$ cat config.mk
export PLATFORM = sky130hd
export DESIGN_NAME = expression_lexer_top
export DESIGN_NICKNAME = d
export VERILOG_FILES = /design/src/rtl/exl_pkg.sv /design/src/rtl/expression_lexer_top.sv /design/src/rtl/exl_front.sv /design/src/rtl/exl_fifo.sv /design/src/rtl/exl_back.sv
export SDC_FILE = /design/constraint.sdc
export NUM_CORES = 1
export LEC_CHECK = 0
export BUFFER_PORTS_ARGS = -buffer_cell sky130_fd_sc_hd__clkbuf_2
export CORE_UTILIZATION = 45
export DETAILED_ROUTE_END_ITERATION = 7
export SLEW_MARGIN = 20
export SYNTH_ARGS = -nofsm -noshare
export SYNTH_HDL_FRONTEND = slang
export SYNTH_SLANG_ARGS = --single-unit
$ cat constraint.sdc
create_clock -name i_clk -period 5.9 [get_ports i_clk]
set_input_delay 1.18 -clock i_clk [delete_from_list [all_inputs] [get_ports i_clk]]
set_output_delay 1.18 -clock i_clk [all_outputs]
set_load 0.05 [all_outputs]
$ cat src/rtl/exl_pkg.sv
// Package for the expression lexer: token codes, character constants and queue entry types.
`default_nettype none

package exl_pkg;

    // Token kinds as they appear on the output.
    localparam logic [3:0] KIND_LPAREN = 4'd0;
    localparam logic [3:0] KIND_RPAREN = 4'd1;
    localparam logic [3:0] KIND_EQUAL  = 4'd2;
    localparam logic [3:0] KIND_PLUS   = 4'd3;
    localparam logic [3:0] KIND_MINUS  = 4'd4;
    localparam logic [3:0] KIND_STAR   = 4'd5;
    localparam logic [3:0] KIND_SLASH  = 4'd6;
    localparam logic [3:0] KIND_IDENT  = 4'd7;
    localparam logic [3:0] KIND_NUMBER = 4'd8;

    // Kind of the pending run.
    localparam logic [1:0] MODE_NONE   = 2'd0;
    localparam logic [1:0] MODE_IDENT  = 2'd1;
    localparam logic [1:0] MODE_NUMBER = 2'd2;

    // Characters with a meaning of their own.
    localparam logic [7:0] CH_DOLLAR = 8'h24;
    localparam logic [7:0] CH_UNDER  = 8'h5F;
    localparam logic [7:0] CH_LPAREN = 8'h28;
    localparam logic [7:0] CH_RPAREN = 8'h29;
    localparam logic [7:0] CH_EQUAL  = 8'h3D;
    localparam logic [7:0] CH_PLUS   = 8'h2B;
    localparam logic [7:0] CH_MINUS  = 8'h2D;
    localparam logic [7:0] CH_STAR   = 8'h2A;
    localparam logic [7:0] CH_SLASH  = 8'h2F;

    // Default number of entries in the queue between front and back.
    localparam int QUEUE_DEPTH = 4;

    // One output character with its token markers.
    typedef struct packed {
        logic [3:0] kind;
        logic [7:0] ch;
        logic       first;
        logic       last;
    } t_tok;

    // All results of one input beat; tok1 is only meaningful when two is set.
    typedef struct packed {
        t_tok tok0;
        t_tok tok1;
        logic two;
    } t_entry;

endpackage

`default_nettype wire

$ cat src/rtl/expression_lexer_top.sv
// Top level of the expression lexer: front end, result queue and output back end.
//
// The block tokenizes arithmetic expression text one character per input beat.
// Input channel: i_valid, i_char_in and i_end_of_text, with o_stall back to the
// sender; a beat is taken at a rising edge where i_valid is high and o_stall low.
// Output channel: o_valid and the token fields, with i_stall from the receiver;
// a beat leaves at a rising edge where o_valid is high and i_stall low.
// Each output beat is one character of a token, marked with its kind, whether it
// opens or closes the token, and o_run_last on the final beat an input caused.
// Identifier and number characters come out one input beat late, because a run
// only ends when the following character is seen. An input may cause no beat.
// With the queue empty and the output free, the first result of an input goes
// through a queue entry and then the output register to the port. One input per
// cycle is taken while the queue is not full and it yields at most one result;
// the output register sends one beat per cycle while i_stall is low, so an input
// with two results occupies the output for two beats. A queue of QUEUE_DEPTH
// entries sits between front and back, so input is taken while results wait.
// When the receiver stalls, the output beat holds and the queue fills; o_stall
// rises only when the queue is full. Synchronous reset clears the pending run,
// the stopped flag, the queue and the output valid.
`default_nettype none

module expression_lexer_top #(
    parameter int QUEUE_DEPTH = exl_pkg::QUEUE_DEPTH
) (
    input  wire logic       i_clk,
    input  wire logic       i_rst_n,
    input  wire logic       i_valid,
    output logic            o_stall,
    input  wire logic [7:0] i_char_in,
    input  wire logic       i_end_of_text,
    output logic            o_valid,
    input  wire logic       i_stall,
    output logic [3:0]      o_token_kind,
    output logic [7:0]      o_char_out,
    output logic            o_token_first,
    output logic            o_token_last,
    output logic            o_run_last
);

    logic            w_push;
    logic            w_pop;
    logic            w_full;
    logic            w_empty;
    exl_pkg::t_entry w_entry;
    exl_pkg::t_entry w_head;

    // Classifier: keeps the pending run and the stopped flag, builds result entries.
    exl_front u_front (
        .i_clk         (i_clk),
        .i_rst_n       (i_rst_n),
        .i_valid       (i_valid),
        .i_char_in     (i_char_in),
        .i_end_of_text (i_end_of_text),
        .i_full        (w_full),
        .o_stall       (o_stall),
        .o_push        (w_push),
        .o_entry       (w_entry)
    );

    // Decoupling queue: each entry carries all results of one input beat.
    exl_fifo #(
        .DEPTH (QUEUE_DEPTH)
    ) u_fifo (
        .i_clk   (i_clk),
        .i_rst_n (i_rst_n),
        .i_push  (w_push),
        .i_entry (w_entry),
        .i_pop   (w_pop),
        .o_full  (w_full),
        .o_empty (w_empty),
        .o_head  (w_head)
    );

    // Serializer: one or two output beats per entry through an output register.
    exl_back u_back (
        .i_clk         (i_clk),
        .i_rst_n       (i_rst_n),
        .i_empty       (w_empty),
        .i_head        (w_head),
        .o_pop         (w_pop),
        .i_stall       (i_stall),
        .o_valid       (o_valid),
        .o_token_kind  (o_token_kind),
        .o_char_out    (o_char_out),
        .o_token_first (o_token_first),
        .o_token_last  (o_token_last),
        .o_run_last    (o_run_last)
    );

endmodule

`default_nettype wire

$ cat src/rtl/exl_front.sv
// Front end of the expression lexer: classifies characters, tracks the pending run.
`default_nettype none

module exl_front (
    input  wire logic              i_clk,
    input  wire logic              i_rst_n,
    input  wire logic              i_valid,
    input  wire logic [7:0]        i_char_in,
    input  wire logic              i_end_of_text,
    input  wire logic              i_full,
    output logic                   o_stall,
    output logic                   o_push,
    output exl_pkg::t_entry        o_entry
);

    function automatic logic is_letter(input logic [7:0] c);
        return (c >= 8'h61 && c <= 8'h7A) || (c >= 8'h41 && c <= 8'h5A)
            || (c == exl_pkg::CH_UNDER);
    endfunction

    function automatic logic is_decimal(input logic [7:0] c);
        return c >= 8'h30 && c <= 8'h39;
    endfunction

    function automatic logic is_pending(input logic [1:0] m);
        return (m == exl_pkg::MODE_IDENT) || (m == exl_pkg::MODE_NUMBER);
    endfunction

    function automatic logic [3:0] run_kind(input logic [1:0] m);
        return (m == exl_pkg::MODE_IDENT) ? exl_pkg::KIND_IDENT : exl_pkg::KIND_NUMBER;
    endfunction

    function automatic exl_pkg::t_tok mk_tok(input logic [3:0] k, input logic [7:0] c,
                                             input logic f, input logic l);
        exl_pkg::t_tok t;
        t.kind  = k;
        t.ch    = c;
        t.first = f;
        t.last  = l;
        return t;
    endfunction

    logic [1:0]    r_mode, n_mode;
    logic [7:0]    r_held, n_held;
    logic          r_hfirst, n_hfirst;
    logic          r_stopped, n_stopped;

    logic          w_accept;
    logic          w_letter, w_digit, w_single;
    logic [3:0]    w_skind;
    logic [1:0]    v_cnt;
    exl_pkg::t_tok v_tok0, v_tok1, v_new;

    assign w_accept = i_valid & ~i_full;
    assign o_stall  = i_full;
    assign w_letter = is_letter(i_char_in);
    assign w_digit  = is_decimal(i_char_in);

    always_comb begin
        w_single = 1'b1;
        case (i_char_in)
            exl_pkg::CH_LPAREN: w_skind = exl_pkg::KIND_LPAREN;
            exl_pkg::CH_RPAREN: w_skind = exl_pkg::KIND_RPAREN;
            exl_pkg::CH_EQUAL:  w_skind = exl_pkg::KIND_EQUAL;
            exl_pkg::CH_PLUS:   w_skind = exl_pkg::KIND_PLUS;
            exl_pkg::CH_MINUS:  w_skind = exl_pkg::KIND_MINUS;
            exl_pkg::CH_STAR:   w_skind = exl_pkg::KIND_STAR;
            exl_pkg::CH_SLASH:  w_skind = exl_pkg::KIND_SLASH;
            default: begin
                w_skind  = exl_pkg::KIND_LPAREN;
                w_single = 1'b0;
            end
        endcase
    end

    always_comb begin
        n_mode    = r_mode;
        n_held    = r_held;
        n_hfirst  = r_hfirst;
        n_stopped = r_stopped;
        v_cnt     = 2'd0;
        v_tok0    = '0;
        v_tok1    = '0;
        v_new     = '0;
        if (!r_stopped) begin
            if (i_char_in == exl_pkg::CH_DOLLAR) begin
                if (is_pending(r_mode)) begin
                    v_tok0 = mk_tok(run_kind(r_mode), r_held, r_hfirst, 1'b1);
                    v_cnt  = 2'd1;
                end
                n_mode    = exl_pkg::MODE_NONE;
                n_held    = '0;
                n_hfirst  = 1'b0;
                n_stopped = 1'b1;
            end else if (r_mode == exl_pkg::MODE_IDENT && (w_letter || w_digit)) begin
                v_tok0   = mk_tok(exl_pkg::KIND_IDENT, r_held, r_hfirst, 1'b0);
                v_cnt    = 2'd1;
                n_held   = i_char_in;
                n_hfirst = 1'b0;
            end else if (r_mode == exl_pkg::MODE_NUMBER && w_digit) begin
                v_tok0   = mk_tok(exl_pkg::KIND_NUMBER, r_held, r_hfirst, 1'b0);
                v_cnt    = 2'd1;
                n_held   = i_char_in;
                n_hfirst = 1'b0;
            end else begin
                // Anything else ends the pending run.
                if (is_pending(r_mode)) begin
                    v_tok0 = mk_tok(run_kind(r_mode), r_held, r_hfirst, 1'b1);
                    v_cnt  = 2'd1;
                end
                n_mode   = exl_pkg::MODE_NONE;
                n_held   = '0;
                n_hfirst = 1'b0;
                if (w_single) begin
                    v_new = mk_tok(w_skind, i_char_in, 1'b1, 1'b1);
                    if (v_cnt == 2'd0) begin
                        v_tok0 = v_new;
                    end else begin
                        v_tok1 = v_new;
                    end
                    v_cnt = v_cnt + 2'd1;
                end else if (w_letter) begin
                    n_mode   = exl_pkg::MODE_IDENT;
                    n_held   = i_char_in;
                    n_hfirst = 1'b1;
                end else if (w_digit) begin
                    n_mode   = exl_pkg::MODE_NUMBER;
                    n_held   = i_char_in;
                    n_hfirst = 1'b1;
                end
            end
        end
        if (i_end_of_text) begin
            if (!n_stopped && is_pending(n_mode)) begin
                v_new = mk_tok(run_kind(n_mode), n_held, n_hfirst, 1'b1);
                if (v_cnt == 2'd0) begin
                    v_tok0 = v_new;
                end else begin
                    v_tok1 = v_new;
                end
                v_cnt = v_cnt + 2'd1;
            end
            n_mode    = exl_pkg::MODE_NONE;
            n_held    = '0;
            n_hfirst  = 1'b0;
            n_stopped = 1'b0;
        end
    end

    assign o_push        = w_accept && (v_cnt != 2'd0);
    assign o_entry.tok0  = v_tok0;
    assign o_entry.tok1  = v_tok1;
    assign o_entry.two   = (v_cnt == 2'd2);

    always_ff @(posedge i_clk) begin
        if (!i_rst_n) begin
            r_mode    <= exl_pkg::MODE_NONE;
            r_held    <= '0;
            r_hfirst  <= 1'b0;
            r_stopped <= 1'b0;
        end else if (w_accept) begin
            r_mode    <= n_mode;
            r_held    <= n_held;
            r_hfirst  <= n_hfirst;
            r_stopped <= n_stopped;
        end
    end

    // Once stopped, no run may be left pending.
    a_stop_clear: assert property (@(posedge i_clk) disable iff (!i_rst_n)
        r_stopped |-> (r_mode == exl_pkg::MODE_NONE))
        else $error("exl_front: run pending while stopped");

    // The first-character marker only lives with a pending run.
    a_first_run: assert property (@(posedge i_clk) disable iff (!i_rst_n)
        r_hfirst |-> is_pending(r_mode))
        else $error("exl_front: first marker without a pending run");

endmodule

`default_nettype wire

$ cat src/rtl/exl_fifo.sv
// Short register queue of result entries between the lexer front and back.
`default_nettype none

module exl_fifo #(
    parameter int DEPTH = exl_pkg::QUEUE_DEPTH
) (
    input  wire logic            i_clk,
    input  wire logic            i_rst_n,
    input  wire logic            i_push,
    input  wire exl_pkg::t_entry i_entry,
    input  wire logic            i_pop,
    output logic                 o_full,
    output logic                 o_empty,
    output exl_pkg::t_entry      o_head
);

    localparam int AW = (DEPTH > 1) ? $clog2(DEPTH) : 1;
    localparam int CW = $clog2(DEPTH + 1);

    exl_pkg::t_entry r_mem [DEPTH];
    logic [AW-1:0]   r_wr, r_rd;
    logic [CW-1:0]   r_cnt;

    assign o_full  = (r_cnt == CW'(DEPTH));
    assign o_empty = (r_cnt == '0);
    assign o_head  = r_mem[r_rd];

    always_ff @(posedge i_clk) begin
        if (i_push) begin
            r_mem[r_wr] <= i_entry;
        end
    end

    always_ff @(posedge i_clk) begin
        if (!i_rst_n) begin
            r_wr  <= '0;
            r_rd  <= '0;
            r_cnt <= '0;
        end else begin
            if (i_push) begin
                r_wr <= (r_wr == AW'(DEPTH - 1)) ? '0 : r_wr + 1'b1;
            end
            if (i_pop) begin
                r_rd <= (r_rd == AW'(DEPTH - 1)) ? '0 : r_rd + 1'b1;
            end
            case ({i_push, i_pop})
                2'b10:   r_cnt <= r_cnt + 1'b1;
                2'b01:   r_cnt <= r_cnt - 1'b1;
                default: r_cnt <= r_cnt;
            endcase
        end
    end

    a_no_overflow: assert property (@(posedge i_clk) disable iff (!i_rst_n)
        i_push |-> !o_full)
        else $error("exl_fifo: push into a full queue");

    a_no_underflow: assert property (@(posedge i_clk) disable iff (!i_rst_n)
        i_pop |-> !o_empty)
        else $error("exl_fifo: pop from an empty queue");

endmodule

`default_nettype wire

$ cat src/rtl/exl_back.sv
// Back end of the expression lexer: serializes queued results onto the output register.
`default_nettype none

module exl_back (
    input  wire logic            i_clk,
    input  wire logic            i_rst_n,
    input  wire logic            i_empty,
    input  wire exl_pkg::t_entry i_head,
    output logic                 o_pop,
    input  wire logic            i_stall,
    output logic                 o_valid,
    output logic [3:0]           o_token_kind,
    output logic [7:0]           o_char_out,
    output logic                 o_token_first,
    output logic                 o_token_last,
    output logic                 o_run_last
);

    logic          r_valid;
    logic          r_slot;
    exl_pkg::t_tok r_tok;
    logic          r_rlast;
    logic          w_load;
    logic          w_take;

    assign w_load = !r_valid || !i_stall;
    assign w_take = w_load && !i_empty;
    // The entry leaves the queue with its last result.
    assign o_pop  = w_take && (r_slot || !i_head.two);

    always_ff @(posedge i_clk) begin
        if (!i_rst_n) begin
            r_valid <= 1'b0;
            r_slot  <= 1'b0;
        end else if (w_load) begin
            r_valid <= !i_empty;
            if (w_take) begin
                r_slot <= i_head.two && !r_slot;
            end
        end
    end

    always_ff @(posedge i_clk) begin
        if (w_take) begin
            r_tok   <= r_slot ? i_head.tok1 : i_head.tok0;
            r_rlast <= r_slot || !i_head.two;
        end
    end

    assign o_valid       = r_valid;
    assign o_token_kind  = r_tok.kind;
    assign o_char_out    = r_tok.ch;
    assign o_token_first = r_tok.first;
    assign o_token_last  = r_tok.last;
    assign o_run_last    = r_rlast;

    // Midway through a two-result entry, the first result is on the port.
    a_slot_shown: assert property (@(posedge i_clk) disable iff (!i_rst_n)
        r_slot |-> (r_valid && !r_rlast))
        else $error("exl_back: second slot pending without first result shown");

endmodule

`default_nettype wire
==> qor.yml, run 1 <==
logic_synthesis:
  synthesis.area_um2: 6840
  syn_inst: 485
  synth.cells.most_frequent: "edfxtp_1 (131), nand2_1 (68), mux4_2 (29)"
  yosys_warnings: 0
  synth.most_common_cell: "edfxtp_1"
  synth_top_area_share_pct: 57.5
  synth_edf_count: 131
  synth.distinct_cells: 56
  ys.flop_type: "edfxtp_1"
  postSynth.asyncResetShare_pct: 0
  syn_area_per_cell_um2: 14.1
  synth_top_area_cell: "edfxtp_1"
  synth.area.top_cells: "edfxtp_1 (57%), mux4_2 (9.5%), dfxtp_1 (6.7%)"
  ys_ff_latch: 154
  seq_area_frac_synth_pct: 64.2
route:
  drt-initial-drc-count: 399
  drtAntennaViolNets: 0
  wl_um: 13900
  drcViolationCount: 4
  wl_per_cell_um: 19.3
  via_count: 4177
  drt_pass1_iterations: 7
  via_per_inst: 5.80
timing:
  slew_violations: 0
  rsz0062_at_grt: "false"
  setup_viol: 0
  maxSlewHeadroom_pct: 28.4
  tns_ps: 0
  period_share_pct: 87.8
  tightestPinTransition_ps: 1060
  max_clock_freq_mhz: 193
  post-route-min-period_ps: 5180
  hold_viol: 0
  setup_ws_ps: 719
  clock_skew_ps: 7.02
layout:
  drive_above_1_share_pct: 21.1
  finish.utilization_pct: 53.5
  antennaDiodeCount: 0
  nets: 551
  syn2layout_area_growth_pct: 15.0
  nFillCells: 1208
  final_area_um2: 7870
placed_design:
  dp_worst_setup_slack_ps: 383
  place_congestion: 0.937
  port_buffers: 29
  dp_hpwl_um: 8840
  placement.cell_area_um2: 7210
clocking:
  clock_latency_ps: 420
  cts_resized: 0
  h-tree-depth: 4
  hold_buffers: 0
  cts_sinks: 154
  cts_root_buf: "clkbuf_16"
  cts_setup_buffers: 0
  path_clk_slew_ps: 60
  cts_tree: "built"
  cts_buffers: 17
  cts_buffer_depth: 2
worst_setup_path:
  worstPathRequired_ps: 6240
  cp_max_fo: 19
  start_kind: "primary input"
  path_delay_family: "simple AND/OR/NAND/NOR gates"
  path_cells: "clkbuf_2, and4b_1, nor3_1, o21ai_0, o21ai_0, nand2_1, ha_1, nand2b_1, a31oi_1, nand3b_1, a21oi_2, a311oi_4, ha_1, inv_1, fa_1, xor2_1, or3_1, a21boi_0"
  critical-path-max-stage-delay_ps: 430
  crit_path_end_kind: "flop"
  crit_slowest_cell: "fa_1"
  crit_buf_inv: 2
  worstPathArrival_ps: 5520
  crit_type: "primary input to flop"
floorplan:
  ios: 30
  core_area_um2: 14700
  die_w_um: 125
  dieArea_um2: 15700
  initial_core_util_pct: 46.6
  rows: 44
  chipHeight_um: 125
grt:
  grt_pass1_wl_um: 22400
  grt_pass1_vias: 4139
  grt_max_degree: 30
  overflow: 0
  grt_util_all_layers_pct: 19.1
  antenna_found_initial: 0
pwr:
  power.total_mw: 2.99
  p_leak_nw: 2.86
  ir_drop_uv: 212
  power_density_nw_per_um2: 380
run:
  drv_cap: 0
run_status:
  violations: "DRC"
  status: "finished, violations left"
worst_hold_path:
  hp-class: "flop to flop"
[worst min-delay path: stages, from the launching register on]
cell and delay, ps:
dfxtp_1 320, nand2_1 50, a21boi_0 60
[layout by cell type (no fill, tap or decap), drive strengths merged, types with 6 or more instances in the layout]
cell,Yosys,layout
ha,14,14
mux4,29,29
nor2,14,14
nand2,68,68
and2,15,15
nand3,9,9
clkbuf,13,49
edfxtp,131,131
bufinv,0,6
buf,9,9
a21oi,20,20
inv,16,18
nor2b,16,16
mux2i,6,6
o21ai,25,25
dfxtp,23,23
nor3,7,7
[cell type report]
type                            instances  area [um2]  area share (%)
Sequential cell                       154        4400            55.9
Multi-Input combinational cell        295        2300            29.3
Clock buffer                           20         447            5.68
Tap cell                              184         230            2.93
Clock inverter                         12         218            2.77
Timing Repair Buffer                   38         213            2.70
Inverter                               17        63.8           0.811
[through the flow]
step,hold WS (ps),std cells
global route,489,720
floorplan,444,488
detailed placement,459,688
finish,477,720
global placement,461,688
CTS,478,720
[sequential cells by signal, indices dropped and copies added (netlist names), named ones only]
name,count
u_fifo.r_mem,116
u_fifo.r_rd,2
u_back.o_token_first,1
u_back.o_valid,1
u_fifo.r_cnt,3
u_front.r_hfirst,1
u_back.o_token_kind,4
u_front.r_held,8
u_fifo.r_wr,2
u_front.r_stopped,1
u_back.o_run_last,1
u_back.o_char_out,8
u_front.r_mode,2
u_back.o_token_last,1
u_back.r_slot,1
[logic make-up after synthesis]
kind of cell    count (synthesis)  share of synthesized area (%)
simple gates                  155                           11.3
flops                         154                           64.2
compound gates                 84                           8.48
buf+inv                        39                           2.43
mux                            35                           10.4
fa+ha+maj                      15                           2.85
xor+xnor                        2                          0.256
other cells                     1                         0.0548
[worst paths after layout]
kind,from,endpoint,slack (ps),cells after the start
max,i_char_in[2],u_fifo.r_cnt[2],720,18
max reg2reg,u_front.r_mode[1],u_fifo.r_cnt[2],1390,18
min,u_back.o_valid,u_back.o_valid,480,2
min reg2reg,u_back.o_valid,u_back.o_valid,480,2
[where the power goes]
part | switching (mW) | internal (mW)
clock | 0.413 | 0.804
sequential | 0.0349 | 1.26
combinational | 0.328 | 0.152
[metal layers]
layer	global-route usage, %	up-vias	wire length (um)
met5	0	-	0
met4	8.46	0	315
met3	3.81	30	604
met2	29.2	141	6540
met1	26.5	2084	6430
li1	-	1922	-
Power figures use the tool's default switching activity.
==> run 2, diff against run 1 <==
- ABC_AREA: default -> 1
- CORE_MARGIN: default -> 2
==> run 2 against run 1 <==
  * Clock power decreased by 8%
  * Maximum frequency increased by 11%
  * Synthesized cell count increased by 40%
  * Die area is 8.0% higher
  * Synthesized area is 4.8% higher
  * Critical endpoint unchanged
  * Critical path depth increased by 7
  * Routed wire length rose by 17%
  * Non-clock buffer count grew 1
  * Sequential share of layout area decreased by 1.9 points
  * Setup slack gained 510 ps
  * First-iteration DRC count down 23%
  * The run now ends clean
  * Global-route usage up 1.1 points
==> qor.yml, run 2 <==
worst_setup_path:
  worstPathArrival_ps: 4970
  crit_top_cell: "nand2_4"
  path_delay_family: "simple AND/OR/NAND/NOR gates"
  worstPathRequired_ps: 6200
  crit_buf_inv: 4
  start_kind: "primary input"
  crit_slowest_cell: "fa_1"
  critical-path-max-stage-delay_ps: 430
  crit_path_end_kind: "flop"
  crit_type: "primary input to flop"
  cp_max_fo: 14
logic_synthesis:
  syn_area_per_cell_um2: 10.6
  yosys_warnings: 0
  synth-xor-area-share_pct: 0
  synth_compound_area_share_pct: 13.8
  synth_top_family_by_area: "simple AND/OR/NAND/NOR gates"
  postSynth.asyncResetShare_pct: 0
  synth_top_area_cell: "edfxtp_1"
  synth.area.top_cells: "edfxtp_1 (55%), nor2_1 (6.6%), dfxtp_1 (6.4%)"
  synthMuxAreaShare_pct: 0
  synth_adder_area_share_pct: 2.72
  synth_top_area_share_pct: 54.8
  synth_edf_count: 131
  synthesis.area_um2: 7170
  ys_ff_latch: 154
  synth.distinct_cells: 47
  yosys.area_share.simple_pct: 17.0
  seq_area_frac_synth_pct: 61.3
  syn_inst: 679
  synth.cells.most_frequent: "edfxtp_1 (131), nor2_1 (126), o21ai_0 (89)"
  ys.flop_type: "edfxtp_1"
  synth.most_common_cell: "edfxtp_1"
grt:
  grt_max_degree: 60
  grt_pass1_vias: 4772
  antenna_found_initial: 0
  grt_util_all_layers_pct: 20.2
  grt_pass1_wl_um: 25300
  overflow: 0
pwr:
  p_int_mw: 2.30
  power.total_mw: 3.51
  power_frac_clock_pct: 31.9
  switching_share_pct: 34.5
  ir_drop_uv: 227
  p_seq_share_pct: 39.2
  combPwrFrac_pct: 28.9
  power_density_nw_per_um2: 431
  p_leak_nw: 3.05
  p_switching_mw: 1.21
route:
  drtAntennaViolNets: 0
  via_per_inst: 5.36
  drt-initial-drc-count: 308
  wl_per_cell_um: 17.3
  drcViolationCount: 0
  wl_um: 16300
  drt_pass1_iterations: 5
  via_count: 5034
clocking:
  cts_buffers: 17
  cts_sinks: 154
  cts_setup_buffers: 0
  cts_buffer_depth: 2
  cts_tree: "built"
  h-tree-depth: 4
  path_clk_slew_ps: 60
  hold_buffers: 0
  cts_root_buf: "clkbuf_16"
  clock_latency_ps: 420
  cts_resized: 0
timing:
  setup_viol: 0
  rsz0062_at_grt: "false"
  maxSlewHeadroom_pct: 29.3
  hold_viol: 0
  max_clock_freq_mhz: 214
  tightestPinTransition_ps: 1050
  holdWs_ps: 486
  clock_skew_ps: 6.28
  post-route-min-period_ps: 4670
  period_share_pct: 79.2
  tns_ps: 0
  slew_violations: 0
run:
  drv_cap: 0
floorplan:
  core_area_um2: 15700
  initial_core_util_pct: 45.7
  ios: 30
  dieArea_um2: 17000
  rows: 46
  chipHeight_um: 130
  die_w_um: 130
layout:
  drive_above_1_share_pct: 16.3
  top_register: "u_fifo.r_mem"
  largest_reg_flops: 116
  syn2layout_area_growth_pct: 13.6
  antennaDiodeCount: 0
  nets: 739
  mostFrequentLayoutCell: "edfxtp_1"
  final_cell_mix: "edfxtp_1 (131), nor2_1 (126), o21ai_0 (89)"
  nFillCells: 1370
placed_design:
  place_congestion: 0.929
  port_buffers: 29
  dp_hpwl_um: 10500
worst_hold_path:
  hp-class: "flop to flop"
run_status:
  status: "completed"
## run 2: cell families after synthesis
group,Yosys count
buf+inv,89
fa+ha+maj,15
simple gates,249
other cells,1
compound gates,171
flops,154
## run 2: worst register-to-register path: cells and delay by family, from the launching register on
kind / cells / cell delay (ps)
adder cells (fa/ha/maj): 5 / 1900
AO/OA/AOI/OAI: 4 / 480
AND/OR/NAND/NOR: 7 / 630
flip-flops: 1 / 370
buffers and inverters: 6 / 740
## run 2: layout make-up
cell class / count / area (um2) / area share (%)
well taps: 216 / 270 / 3.32
flip-flops and latches: 154 / 4400 / 54.0
repair buffers: 39 / 220 / 2.70
multi-input cells: 439 / 2420 / 29.8
clock inverters: 13 / 174 / 2.14
inverters: 60 / 228 / 2.80
clock buffers: 19 / 433 / 5.31
## run 2: power groups by stage
stage / combinational, mW / clock (mW) / sequential [mW]
after floorplan: 0.552 / 0 / 1.60
after global placement: 1.01 / 0 / 1.39
after CTS: 1.03 / 1.13 / 1.37
after global routing: 1.13 / 1.18 / 1.38
final: 1.02 / 1.12 / 1.37
after detailed placement: 1.03 / 0 / 1.40
## run 2: layer usage
metal,vias to the layer above,routed length (um),global-route usage [%]
met5,-,0,0
met4,0,248,6.33
met3,20,750,4.84
met2,136,8080,34.1
met1,2446,7220,25.8
li1,2432,-,-
## run 2: path summary, 6_finish.rpt
kind                           from         endpoint  slack (ps)  depth (start not counted)
hold / removal      u_fifo.r_cnt[0]  u_fifo.r_cnt[0]         490                          1
setup / recovery       i_char_in[6]  u_fifo.r_cnt[2]        1230                         25
hold reg to reg     u_fifo.r_cnt[0]  u_fifo.r_cnt[0]         490                          1
setup reg to reg  u_front.r_mode[0]  u_fifo.r_cnt[2]        1680                         22
## run 2: through the flow
step / cell area [um2] / setup WS (ps) / std cells / utilization [%]
global placement: 7540 / 893 / 908 / 48.0
detailed placement: 7540 / 793 / 908 / 48.0
CTS: 8150 / 1220 / 940 / 51.8
global route: 8150 / 786 / 940 / 51.8
finish: 8150 / 1230 / 940 / 51.8
floorplan: 7180 / 1330 / 682 / -
